==> src/hdl/rc4_pkg.sv <==
// ----------------------------------------------------------------------------
// rc4_pkg
// Shared types, constants and the microcode table for the rc4 stream cipher.
// ----------------------------------------------------------------------------
package rc4_pkg;

  localparam int BYTE_W      = 8;
  localparam int SBOX_DEPTH  = 256;
  localparam int KEY_MAX_DEF = 256;
  localparam int PC_W        = 4;

  // program entry points
  localparam logic [PC_W-1:0] PC_IDLE = 4'd0;
  localparam logic [PC_W-1:0] PC_INIT = 4'd1;
  localparam logic [PC_W-1:0] PC_KSA  = 4'd2;
  localparam logic [PC_W-1:0] PC_K1   = 4'd3;
  localparam logic [PC_W-1:0] PC_K2   = 4'd4;
  localparam logic [PC_W-1:0] PC_K3   = 4'd5;
  localparam logic [PC_W-1:0] PC_FIN  = 4'd6;
  localparam logic [PC_W-1:0] PC_DATA = 4'd7;
  localparam logic [PC_W-1:0] PC_D1   = 4'd8;
  localparam logic [PC_W-1:0] PC_D2   = 4'd9;
  localparam logic [PC_W-1:0] PC_D3   = 4'd10;
  localparam logic [PC_W-1:0] PC_D4   = 4'd11;
  localparam logic [PC_W-1:0] PC_D5   = 4'd12;

  typedef enum logic [2:0] {
    ADDR_I_INC,
    ADDR_I,
    ADDR_J,
    ADDR_J_SUM,
    ADDR_K,
    ADDR_T
  } addr_sel_t;

  typedef enum logic [1:0] {
    WD_RD,
    WD_A,
    WD_K
  } wdata_sel_t;

  typedef enum logic [2:0] {
    JMP_NEXT,
    JMP_DISPATCH,
    JMP_INIT_LOOP,
    JMP_K_LOOP,
    JMP_GOTO,
    JMP_WAIT_OUT
  } jmp_t;

  typedef struct packed {
    addr_sel_t        addr_sel;
    logic             mem_we;
    wdata_sel_t       wd_sel;
    logic             ld_a;
    logic             ld_b;
    logic             ld_i;
    logic             ld_j;
    logic             key_add;
    logic             k_inc;
    logic             kidx_inc;
    logic             out_ld;
    logic             sched_end;
    jmp_t             jmp;
    logic [PC_W-1:0]  target;
  } uword_t;

  // sequencer to datapath
  typedef struct packed {
    uword_t uw;
    logic   key_wr;
    logic   sched_start;
    logic   ld_val;
  } ctl_t;

  function automatic uword_t ucode_rom(input logic [PC_W-1:0] pc);
    uword_t uw;
    uw = '0;
    uw.addr_sel = ADDR_I_INC;
    uw.wd_sel   = WD_RD;
    uw.jmp      = JMP_NEXT;
    case (pc)
      PC_IDLE: begin
        uw.jmp = JMP_DISPATCH;
      end
      // box fill with identity, k wraps back to zero
      PC_INIT: begin
        uw.addr_sel = ADDR_K;
        uw.mem_we   = 1'b1;
        uw.wd_sel   = WD_K;
        uw.k_inc    = 1'b1;
        uw.jmp      = JMP_INIT_LOOP;
        uw.target   = PC_INIT;
      end
      // key schedule: read s[k] and key byte
      PC_KSA: begin
        uw.addr_sel = ADDR_K;
      end
      PC_K1: begin
        uw.ld_a     = 1'b1;
        uw.ld_j     = 1'b1;
        uw.key_add  = 1'b1;
        uw.addr_sel = ADDR_J_SUM;
      end
      PC_K2: begin
        uw.addr_sel = ADDR_K;
        uw.mem_we   = 1'b1;
        uw.wd_sel   = WD_RD;
      end
      PC_K3: begin
        uw.addr_sel = ADDR_J;
        uw.mem_we   = 1'b1;
        uw.wd_sel   = WD_A;
        uw.k_inc    = 1'b1;
        uw.kidx_inc = 1'b1;
        uw.jmp      = JMP_K_LOOP;
        uw.target   = PC_KSA;
      end
      PC_FIN: begin
        uw.sched_end = 1'b1;
        uw.jmp       = JMP_GOTO;
        uw.target    = PC_IDLE;
      end
      // generator: i advances, read s[i]
      PC_DATA: begin
        uw.ld_i     = 1'b1;
        uw.addr_sel = ADDR_I_INC;
      end
      PC_D1: begin
        uw.ld_a     = 1'b1;
        uw.ld_j     = 1'b1;
        uw.addr_sel = ADDR_J_SUM;
      end
      PC_D2: begin
        uw.ld_b     = 1'b1;
        uw.addr_sel = ADDR_I;
        uw.mem_we   = 1'b1;
        uw.wd_sel   = WD_RD;
      end
      PC_D3: begin
        uw.addr_sel = ADDR_J;
        uw.mem_we   = 1'b1;
        uw.wd_sel   = WD_A;
      end
      PC_D4: begin
        uw.addr_sel = ADDR_T;
      end
      PC_D5: begin
        uw.addr_sel = ADDR_T;
        uw.out_ld   = 1'b1;
        uw.jmp      = JMP_WAIT_OUT;
        uw.target   = PC_IDLE;
      end
      default: begin
        uw.jmp    = JMP_GOTO;
        uw.target = PC_IDLE;
      end
    endcase
    return uw;
  endfunction

endpackage

==> src/hdl/rc4_sequencer.sv <==
// ----------------------------------------------------------------------------
// rc4_sequencer
// Step counter over the microcode table, with dispatch and conditional jumps.
// ----------------------------------------------------------------------------
module rc4_sequencer (
  input  logic          clk,
  input  logic          rst_n,
  input  logic          in_accept,
  input  logic          in_operation,
  input  logic          in_last,
  input  logic          k_last,
  input  logic          out_free,
  output logic          idle,
  output rc4_pkg::ctl_t ctl
);

  logic [rc4_pkg::PC_W-1:0] pc_r, pc_nxt;
  logic                     sched_r, sched_nxt;
  rc4_pkg::uword_t          uw;

  assign uw   = rc4_pkg::ucode_rom(pc_r);
  assign idle = (pc_r == rc4_pkg::PC_IDLE);

  always_comb begin
    ctl             = '0;
    ctl.uw          = uw;
    ctl.ld_val      = in_accept;
    ctl.key_wr      = in_accept && !in_operation;
    ctl.sched_start = in_accept && !in_operation && in_last;
  end

  always_comb begin
    sched_nxt = sched_r;
    pc_nxt    = pc_r + rc4_pkg::PC_W'(1);
    case (uw.jmp)
      rc4_pkg::JMP_NEXT: begin
        pc_nxt = pc_r + rc4_pkg::PC_W'(1);
      end
      rc4_pkg::JMP_DISPATCH: begin
        pc_nxt = rc4_pkg::PC_IDLE;
        if (in_accept) begin
          sched_nxt = !in_operation && in_last;
          if (in_operation) begin
            pc_nxt = rc4_pkg::PC_DATA;
          end else if (in_last) begin
            pc_nxt = rc4_pkg::PC_INIT;
          end
        end
      end
      rc4_pkg::JMP_INIT_LOOP: begin
        if (!k_last) begin
          pc_nxt = uw.target;
        end else if (sched_r) begin
          pc_nxt = pc_r + rc4_pkg::PC_W'(1);
        end else begin
          pc_nxt = rc4_pkg::PC_IDLE;
        end
      end
      rc4_pkg::JMP_K_LOOP: begin
        pc_nxt = k_last ? pc_r + rc4_pkg::PC_W'(1) : uw.target;
      end
      rc4_pkg::JMP_GOTO: begin
        pc_nxt = uw.target;
      end
      rc4_pkg::JMP_WAIT_OUT: begin
        pc_nxt = out_free ? uw.target : pc_r;
      end
      default: begin
        pc_nxt = rc4_pkg::PC_IDLE;
      end
    endcase
  end

  // reset enters the identity fill with no schedule pending
  always_ff @(posedge clk) begin
    if (!rst_n) begin
      pc_r    <= rc4_pkg::PC_INIT;
      sched_r <= 1'b0;
    end else begin
      pc_r    <= pc_nxt;
      sched_r <= sched_nxt;
    end
  end

endmodule

==> src/hdl/rc4_datapath.sv <==
// ----------------------------------------------------------------------------
// rc4_datapath
// Box memory, key store, indices and operand registers.
// ----------------------------------------------------------------------------
module rc4_datapath #(
  parameter int KEY_MAX = rc4_pkg::KEY_MAX_DEF
) (
  input  logic                      clk,
  input  logic                      rst_n,
  input  rc4_pkg::ctl_t             ctl,
  input  logic [rc4_pkg::BYTE_W-1:0] in_value,
  output logic                      k_last,
  output logic [rc4_pkg::BYTE_W-1:0] out_data
);

  localparam int KW = (KEY_MAX > 1) ? $clog2(KEY_MAX) : 1;
  localparam int CW = $clog2(KEY_MAX + 1);
  localparam int BW = rc4_pkg::BYTE_W;

  logic [BW-1:0] sbox_mem [rc4_pkg::SBOX_DEPTH];
  logic [BW-1:0] key_mem  [KEY_MAX];

  logic [BW-1:0] i_r, j_r, k_r, a_r, b_r, val_r, rd_r, key_rd_r;
  logic [KW-1:0] kidx_r;
  logic [CW-1:0] key_count_r;

  logic [BW-1:0] j_sum, addr, wdata;
  logic          key_room;

  assign j_sum    = j_r + rd_r + (ctl.uw.key_add ? key_rd_r : BW'(0));
  assign k_last   = (k_r == {BW{1'b1}});
  assign out_data = val_r ^ rd_r;
  assign key_room = (key_count_r < CW'(KEY_MAX));

  always_comb begin
    case (ctl.uw.addr_sel)
      rc4_pkg::ADDR_I_INC: addr = i_r + BW'(1);
      rc4_pkg::ADDR_I:     addr = i_r;
      rc4_pkg::ADDR_J:     addr = j_r;
      rc4_pkg::ADDR_J_SUM: addr = j_sum;
      rc4_pkg::ADDR_K:     addr = k_r;
      rc4_pkg::ADDR_T:     addr = a_r + b_r;
      default:             addr = i_r;
    endcase
    case (ctl.uw.wd_sel)
      rc4_pkg::WD_RD: wdata = rd_r;
      rc4_pkg::WD_A:  wdata = a_r;
      rc4_pkg::WD_K:  wdata = k_r;
      default:        wdata = rd_r;
    endcase
  end

  // single port box, registered read
  always_ff @(posedge clk) begin
    if (ctl.uw.mem_we) begin
      sbox_mem[addr] <= wdata;
    end
    rd_r <= sbox_mem[addr];
  end

  always_ff @(posedge clk) begin
    if (ctl.key_wr && key_room) begin
      key_mem[key_count_r[KW-1:0]] <= in_value;
    end
    key_rd_r <= key_mem[kidx_r];
  end

  always_ff @(posedge clk) begin
    if (ctl.ld_val) val_r <= in_value;
    if (ctl.uw.ld_a) a_r <= rd_r;
    if (ctl.uw.ld_b) b_r <= rd_r;
  end

  always_ff @(posedge clk) begin
    if (!rst_n) begin
      i_r         <= '0;
      j_r         <= '0;
      k_r         <= '0;
      kidx_r      <= '0;
      key_count_r <= '0;
    end else begin
      if (ctl.uw.ld_i) i_r <= i_r + BW'(1);
      if (ctl.uw.ld_j) j_r <= j_sum;
      if (ctl.uw.k_inc) k_r <= k_r + BW'(1);
      if (ctl.uw.kidx_inc) begin
        // key bytes repeat cyclically over the stored length
        if ((CW'(kidx_r) + CW'(1)) == key_count_r) begin
          kidx_r <= '0;
        end else begin
          kidx_r <= kidx_r + KW'(1);
        end
      end
      if (ctl.key_wr && key_room) key_count_r <= key_count_r + CW'(1);
      if (ctl.sched_start) begin
        j_r    <= '0;
        k_r    <= '0;
        kidx_r <= '0;
      end
      if (ctl.uw.sched_end) begin
        i_r         <= '0;
        j_r         <= '0;
        key_count_r <= '0;
      end
    end
  end

endmodule

==> src/hdl/rc4_stream_cipher.sv <==
// ----------------------------------------------------------------------------
// rc4_stream_cipher
// RC4 key schedule and keystream generator run by a microcoded sequencer.
// ----------------------------------------------------------------------------
//   channel | ports                                   | direction
//   --------+-----------------------------------------+----------
//   input   | in_valid, in_stall, in_operation,       | in
//           | in_value, in_last                       |
//   result  | out_valid, out_stall, out_byte          | out
//
// - a key word is stored at the dispatch step; a data word is serialised by the two box
//   reads, two swap writes and keystream read on the single box port
// - a key word flagged last runs 256 identity writes, then the 256 schedule
//   steps, each reading s[k] and s[j] and writing both on the box port
// - after reset the box is filled with the identity, in_stall
//   stays high during that fill
// - the result register lets the next word in while a result waits; a data word
//   finishing while the result register is full and out_stall holds waits in its last step
// ----------------------------------------------------------------------------
module rc4_stream_cipher #(
  parameter int KEY_MAX = rc4_pkg::KEY_MAX_DEF
) (
  input  logic                       clk,
  input  logic                       rst_n,
  input  logic                       in_valid,
  output logic                       in_stall,
  input  logic                       in_operation,
  input  logic [rc4_pkg::BYTE_W-1:0] in_value,
  input  logic                       in_last,
  output logic                       out_valid,
  input  logic                       out_stall,
  output logic [rc4_pkg::BYTE_W-1:0] out_byte
);

  rc4_pkg::ctl_t              ctl;
  logic                       idle;
  logic                       in_accept;
  logic                       k_last;
  logic                       out_free;
  logic [rc4_pkg::BYTE_W-1:0] out_data;
  logic                       out_valid_r;
  logic [rc4_pkg::BYTE_W-1:0] out_byte_r;

  // words are taken only at the dispatch step
  assign in_stall  = !idle;
  assign in_accept = in_valid && idle;

  // result register is free when empty or being taken this cycle
  assign out_free  = !out_valid_r || !out_stall;
  assign out_valid = out_valid_r;
  assign out_byte  = out_byte_r;

  rc4_sequencer u_seq (
    .clk          (clk),
    .rst_n        (rst_n),
    .in_accept    (in_accept),
    .in_operation (in_operation),
    .in_last      (in_last),
    .k_last       (k_last),
    .out_free     (out_free),
    .idle         (idle),
    .ctl          (ctl)
  );

  rc4_datapath #(
    .KEY_MAX (KEY_MAX)
  ) u_dp (
    .clk      (clk),
    .rst_n    (rst_n),
    .ctl      (ctl),
    .in_value (in_value),
    .k_last   (k_last),
    .out_data (out_data)
  );

  // output register, data word xor keystream byte
  always_ff @(posedge clk) begin
    if (!rst_n) begin
      out_valid_r <= 1'b0;
    end else begin
      if (ctl.uw.out_ld && out_free) begin
        out_valid_r <= 1'b1;
      end else if (!out_stall) begin
        out_valid_r <= 1'b0;
      end
    end
    if (ctl.uw.out_ld && out_free) begin
      out_byte_r <= out_data;
    end
  end

endmodule
==> config.mk <==
export PLATFORM = sky130hd
export DESIGN_NAME = rc4_stream_cipher
export DESIGN_NICKNAME = d
export VERILOG_FILES = /design/src/hdl/rc4_pkg.sv /design/src/hdl/rc4_sequencer.sv /design/src/hdl/rc4_datapath.sv /design/src/hdl/rc4_stream_cipher.sv
export SDC_FILE = /design/constraint.sdc
export NUM_CORES = 2
export LEC_CHECK = 0
export ABC_AREA = 0
export BUFFER_PORTS_ARGS = -buffer_cell sky130_fd_sc_hd__buf_2
export CAP_MARGIN = 20
export CORE_MARGIN = 3
export CORE_UTILIZATION = 43
export CTS_CLUSTER_SIZE = 20
export DETAILED_ROUTE_END_ITERATION = 8
export PLACE_DENSITY = 0.64
export REMOVE_ABC_BUFFERS = 1
export SLEW_MARGIN = 10
export SYNTH_ARGS = -nofsm -noshare
export SYNTH_HDL_FRONTEND = slang
export SYNTH_SLANG_ARGS = --single-unit
==> constraint.sdc <==
create_clock -name clk -period 17.65 [get_ports clk]
set_input_delay 2.6475 -clock clk [delete_from_list [all_inputs] [get_ports clk]]
set_output_delay 2.6475 -clock clk [all_outputs]
set_load 0.01 [all_outputs]
After elaboration in Yosys (flattened, before gate mapping)
Memory sizes are Yosys's and may differ from the RTL's. A register that Yosys moved wholly into a read port is not among the register bits.
Index checks and enable logic that the tools add are counted.

word-level totals
  register bits after elaboration = 79
  bits in writable memories = 4,096
  input port bits = 14
  logic and storage cells = 108
  memories kept = 2

memory list
  memory         depth  bits a word  rd ports  clocked after memory_dff  write ports  RTL line            text
  u_dp.key_mem   256    8            1         1                         1            rc4_datapath.sv:21  logic [BW-1:0] key_mem [KEY_MAX];
  u_dp.sbox_mem  256    8            1         1                         1            rc4_datapath.sv:20  logic [BW-1:0] sbox_mem [rc4_pkg::SBOX_DEPTH];

cells by class
  add/subtract/negate cells = 9
  magnitude comparators = 1
  equal/unequal tests = 27
  multiplexer cells = 30
  bitwise logic cells = 2
  reductions and logical operators = 25

operator list
  cell                                                                    count
  8-bit case mux with 5 select lines                                      1
  3-bit case mux with 5 select lines                                      2
  8-bit by 1-bit adder with 8-bit output (second input constant)          3
  8-bit adder                                                             3
  4-bit 2-to-1 mux                                                        6
  4-bit case mux with 6 select lines                                      1
  4-bit equality test (second input constant)                             5
  4-bit by 3-bit equality test with 1-bit output (second input constant)  4
  8-bit 2-to-1 mux                                                        2
  8-bit case mux with 2 select lines                                      1
  1-bit 2-to-1 mux                                                        15
  2-bit OR reduction                                                      7
  3-bit by 2-bit equality test with 1-bit output (second input constant)  4
  3-bit equality test (second input constant)                             4
  8-bit by 1-bit adder with 9-bit output (second input constant)          1
  9-bit by 1-bit adder with 9-bit output (second input constant)          1
  9-bit equality test                                                     1
  9-bit < comparator (second input constant)                              1
  3-bit case mux with 3 select lines                                      1
  4-bit by 2-bit equality test with 1-bit output (second input constant)  2
  8-bit equality test (second input constant)                             1
  8-bit OR reduction                                                      1
  8-bit bitwise XOR                                                       1
  1-bit logical AND                                                       6
  other kinds (15)                                                        20

Logic depth before layout (Yosys ltp)
  depth in word-level cells = 6
  mapped depth = 23

By module
Synthesis repeated with hierarchy kept, for this count alone.

second synthesis, totals
  cells, all modules = 10,220
  area total of the unflattened synthesis = 166,766.2 um^2

by module, submodules not included
  module             instances  cells an instance  area each (um^2)  sequential area each (um^2)
  rc4_datapath       1          10,113             165,832.8         124,859.8
  rc4_sequencer      1          92                 641.9             100.1
  rc4_stream_cipher  1          15                 291.5             260.2

Worst setup path before layout
OpenSTA, ideal clock, no wires.

  path type = reg2reg
  start point = register u_seq.pc_r[2] in the netlist's numbering
  end point = memory u_dp.sbox_mem[0][4] in the netlist's numbering (data pin)
  setup time = 2,187 ps
  arrival time = 11,587 ps
  required time = 15,463 ps
  setup slack = 3,876 ps
  cell stages (with the launch flop) = 9
  buffers on the path = 3
  path through = dfxtp_1 -> buf_2 -> clkbuf_1 -> nor2_1 -> nand2_1 -> inv_1 -> ha_1 -> clkbuf_1 -> o21ai_0

between the ends
  cells in the longest elaborated chain, start to end = 5
  elaborated cells on any way between the ends = 11
  classes of those cells = eq/ne (7); mux (2); reduce/logical (2)

ends and longest elaborated chain
  what                                                                                   RTL line             text
  from (decl)                                                                            rc4_sequencer.sv:17  logic [rc4_pkg::PC_W-1:0] pc_r, pc_nxt;
  from (signal assigned)                                                                 rc4_sequencer.sv:77  pc_r <= rc4_pkg::PC_INIT;
  from (signal assigned)                                                                 rc4_sequencer.sv:80  pc_r <= pc_nxt;
  4-bit by 3-bit equality test with 1-bit output or 4-bit equality test (tied branches)  rc4_pkg.sv:82        case (pc)
  2-bit OR reduction (no source line)                                                    --
  3-bit case mux with 3 select lines (*)                                                 rc4_pkg.sv:82
  2-bit equality test or 2-bit by 1-bit equality test with 1-bit output (tied branches)  rc4_datapath.sv:45   case (ctl.uw.wd_sel)
  8-bit case mux with 2 select lines (*)                                                 rc4_datapath.sv:45
  via u_dp.wdata[4]                                                                      rc4_datapath.sv:27   logic [BW-1:0] j_sum, addr, wdata;
  to (decl)                                                                              rc4_datapath.sv:20

Mark *: on every way through the listed nets, which the timed path passes. The rest lies on a longest branch.

Worst setup path in the final report
  start point = register u_seq.pc_r[0] in the netlist's numbering
  end point = register u_dp.rd_r[0], read port of u_dp.sbox_mem

between the ends
  cells in the longest elaborated chain, start to end = 5
  elaborated cells on any way between the ends = 24
  classes of those cells = add/sub (1); eq/ne (14); mux (4); reduce/logical (5)

ends and longest elaborated chain
  what                                            RTL line            text
  4-bit by 2-bit equality test with 1-bit output  rc4_pkg.sv:82
  1-bit 2-to-1 mux                                rc4_pkg.sv:82
  8-bit 2-to-1 mux                                rc4_datapath.sv:30  assign j_sum = j_r + rd_r + (ctl.uw.key_add ? key_rd_r : BW'(0));
  8-bit adder                                     rc4_datapath.sv:30
  via u_dp.j_sum[1]                               rc4_datapath.sv:27
  8-bit case mux with 5 select lines              rc4_datapath.sv:36  case (ctl.uw.addr_sel)
  to (decl)                                       rc4_datapath.sv:23  logic [BW-1:0] i_r, j_r, k_r, a_r, b_r, val_r, rd_r, key_rd_r;

The timed path passes the listed nets, and every way through them passes these cells.
A chain may end at the register's enable or synchronous reset.

==> impl_metrics.ini <==
[yosys]
ys_ff_latch = 4191
synth_mux_area_frac = 0.118
synth_xor_area_frac = 0.00319
synth_top_family_by_area = multiplexers
yosysSeqAreaShare = 0.759
synth.area.top_cells = edfxtp_1 75%, mux4_2 10%, nand2_1 2.6%
synth_compound_area_frac = 0.0426
synth_edf_count = 4128
synth-adder-area-share = 0.00314
synth-simple-area-share = 0.0561
synth_cells = 9224
synth_area_leader_cell = edfxtp_1
yosys_warnings = 0
synth_area_sq_mm = 0.165
synth_cell_types = 82
synthArstFlopShare = 0
synthFlopType = edfxtp_1
synth_top_cell_area_share = 0.752
avgSynthCellArea_sq_um = 17.9

[worst_setup_path]
path_max_fanout = 68
setup.worst_path.start_class = flop
crit_arrival_ns = 8.79
worstSetupEndpoint = u_dp.rd_r[0]
crit_start = u_seq.pc_r[0]
crit_type = reg2reg
r2r_cells = 17
worstPathRequired_ns = 18.47
r2r_slack_ns = 9.68
timing.rr.start = u_seq.pc_r[0]
worstPathCellList = ha_1 > nor3b_2 > and2_1 > fa_1 > ha_1 > a32oi_1 > a2bb2oi_1 > a21o_4 > buf_4 > buf_4 > buf_4 > buf_4 > nand3_1 > a32oi_1 > a21oi_1 > o41ai_1 > nand3_1
critPathMaxStageDelay_ns = 0.88
crit_top_cell = buf_4
endpoint_kind = flop
cp_slowest_cell = o41ai_1
timing.rr.end = u_dp.rd_r[0]

[timing]
fin_crit_sh = 0.451
worst_slew_pin_slew_ns = 1.19
setup_viol_count_final = 0
rsz0062_at_grt = no
fin_crit_ns = 7.97
fin_skew_ns = 0.114
hold_violations = 0
tns_ns = 0
finalMaxSlewViolations = 0
hold_slack_ns = 0.517
maxSlewHeadroom = 0.200
fmax_ghz = 0.126

[cells_and_area]
area_delta_synth_final_pct = 11.4
final_cells = 14600
fin_area_sq_mm = 0.184
finalNetCount = 9294
fill_cells = 30800
drive_gt1_frac = 0.166

[routing]
wl_um = 423000
detailroute.via_count = 87700
first_pass_iters = 6
drt_iter0_markers = 11800
detail_route.wl_per_cell_um = 29.0
antenna_left = 0
via_per_inst = 6.01
drc = 0

[placed_design]
numPortBuffers = 23
dp_cells = 13800
globalplace.congestion = 0.908
place.detailed.hpwl_um = 249000
placed_area_sq_mm = 0.170

[clock_tree]
htree_levels = 5
cts-buffers-inserted = 415
clkSinkCount = 4191
cts_root_buf = clkbuf_16
clk_path_buf_depth = 4
worstSkewPairLatency_ns = 0.98
hold_buffers = 0
path_clk_slew_ns = 0.06
cts_setup_buffers = 0
cts_resized = 0
cts_tree = built

[power_and_ir_drop]
p_int_uw = 20200
switchingPower_uw = 12300
p_sw_frac = 0.378
p_leak_uw = 0.0578
p_seq_frac = 0.375
clkPwrFrac = 0.267
total_power_uw = 32500
p_per_area_mw_per_mm2 = 177
combPwrFrac = 0.358
peakVddDrop_v = 0.000350

[grt]
grt_start_max_net_pins = 170
overflow = 0
grt_pass1_vias = 86800
antenna_found_initial = 14
grt_usage = 0.212
grt_pass1_wl_um = 614000

[run_status]
status = complete, no violations

[die]
dieArea_sq_mm = 0.391
design.core.area_sq_mm = 0.380
ios = 24
die_w_um = 625
chipHeight_um = 625
start_util = 0.434
row_count = 226

[job]
maxCapViolCount = 0

[worst_hold_path]
worstHoldPathType = reg2reg
metal layers:
layer  global-route usage  wire length [um]
met4               0.0727             16100
met5                    0                55
met1                0.297            167000
met2                0.333            199000
met3               0.0439             40700
stage by stage:
| stage | setup WS [ns] | util |
|---|---|---|
| 2_1_floorplan | -6.59 | - |
| 3_3_place_gp | 10.00 | 0.448 |
| 3_5_place_dp | 9.91 | 0.448 |
| 4_1_cts | 9.95 | 0.483 |
| 5_1_grt | 9.46 | 0.483 |
| 6_report | 9.68 | 0.483 |
state kept, by name (all words and copies together), names as in the netlist:
name	cells
u_dp.b_r	8
u_seq.pc_r	4
out_valid	1
u_dp.rd_r	8
u_dp.i_r	8
out_byte	8
u_dp.key_mem	2048
u_dp.k_r	8
u_dp.val_r	8
u_dp.key_rd_r	8
u_dp.key_count_r	9
u_dp.sbox_mem	2048
u_seq.sched_r	1
u_dp.a_r	8
u_dp.kidx_r	8
u_dp.j_r	8
worst min path at each step:
stage	startpoint	to	slack, ns	cells after the start
after CTS	out_valid	out_valid	0.51	2
after global routing	u_dp.val_r[4]	out_byte[4]	0.53	1
after detailed placement	out_valid	out_valid	0.50	2
final	out_valid	out_valid	0.52	2
after global placement	u_dp.j_r[0]	u_dp.j_r[0]	0.49	2
after floorplan	u_dp.rd_r[0]	u_dp.a_r[0]	0.47	0
placed cells by master (no fill, tap or decap), types with 69 or more instances in the layout:
cell       instances
edfxtp_1        4128
nand2_1         1138
mux4_2           742
nor2_1           586
a21oi_1          476
clkbuf_16        422
nand3_1          290
mux2i_1          270
a221oi_1         181
buf_4            163
clkbuf_1          90
clkinv_1          83
a22oi_1           81
a31oi_1           72
clkinv_2          69
cells in the mapped netlist, types with 27 or more instances:
master,instances
a221oi_1,181
nand2_1,1144
nor4_1,32
buf_2,204
o21ai_0,27
xor2_1,32
nand3_1,291
and3_1,46
mux2i_1,270
mux4_2,742
a32oi_1,53
a21oi_1,480
a31oi_1,72
a22oi_1,81
dfxtp_1,63
nor2_1,589
clkbuf_1,219
nor3_1,33
ha_1,27
buf_1,112
xnor2_1,28
edfxtp_1,4128
buf_4,45
power groups by stage:
stage | clock network, uW | registers, uW | logic [uW]
6_report | 8700 | 12200 | 11700
5_1_grt | 9200 | 12200 | 12300
4_1_cts | 8810 | 12200 | 11500
3_5_place_dp | 0 | 12400 | 11400
3_3_place_gp | 0 | 12400 | 11300
2_1_floorplan | 0 | 12900 | 6650
logic make-up after synthesis:
kind of cell	after synthesis
adder cells (fa/ha/maj)	36
XOR/XNOR	60
buffers and inverters	629
multiplexers	1014
flip-flops	4191
AO/OA/AOI/OAI	1062
AND/OR/NAND/NOR	2232
final cells by class:
cell class	instances	area (sq um)	share of cell area
clock buffers	523	11000	0.0602
diodes	7	17.5	0.0000954
clock inverters	235	2270	0.0124
repair buffers	205	1740	0.00947
well taps	5016	6280	0.0342
flip-flops and latches	4191	125000	0.682
inverters	27	101	0.000552
multi-input cells	4404	37000	0.201
critical path, delay by kind of cell (launching register included):
kind            cells  cell delay [ns]
compound gates      6             2.52
fa+ha+maj           3             1.06
buf+inv             4             2.51
flops               1             0.44
simple gates        4             1.15
Note: power is estimated with default switching activity, not from simulation.
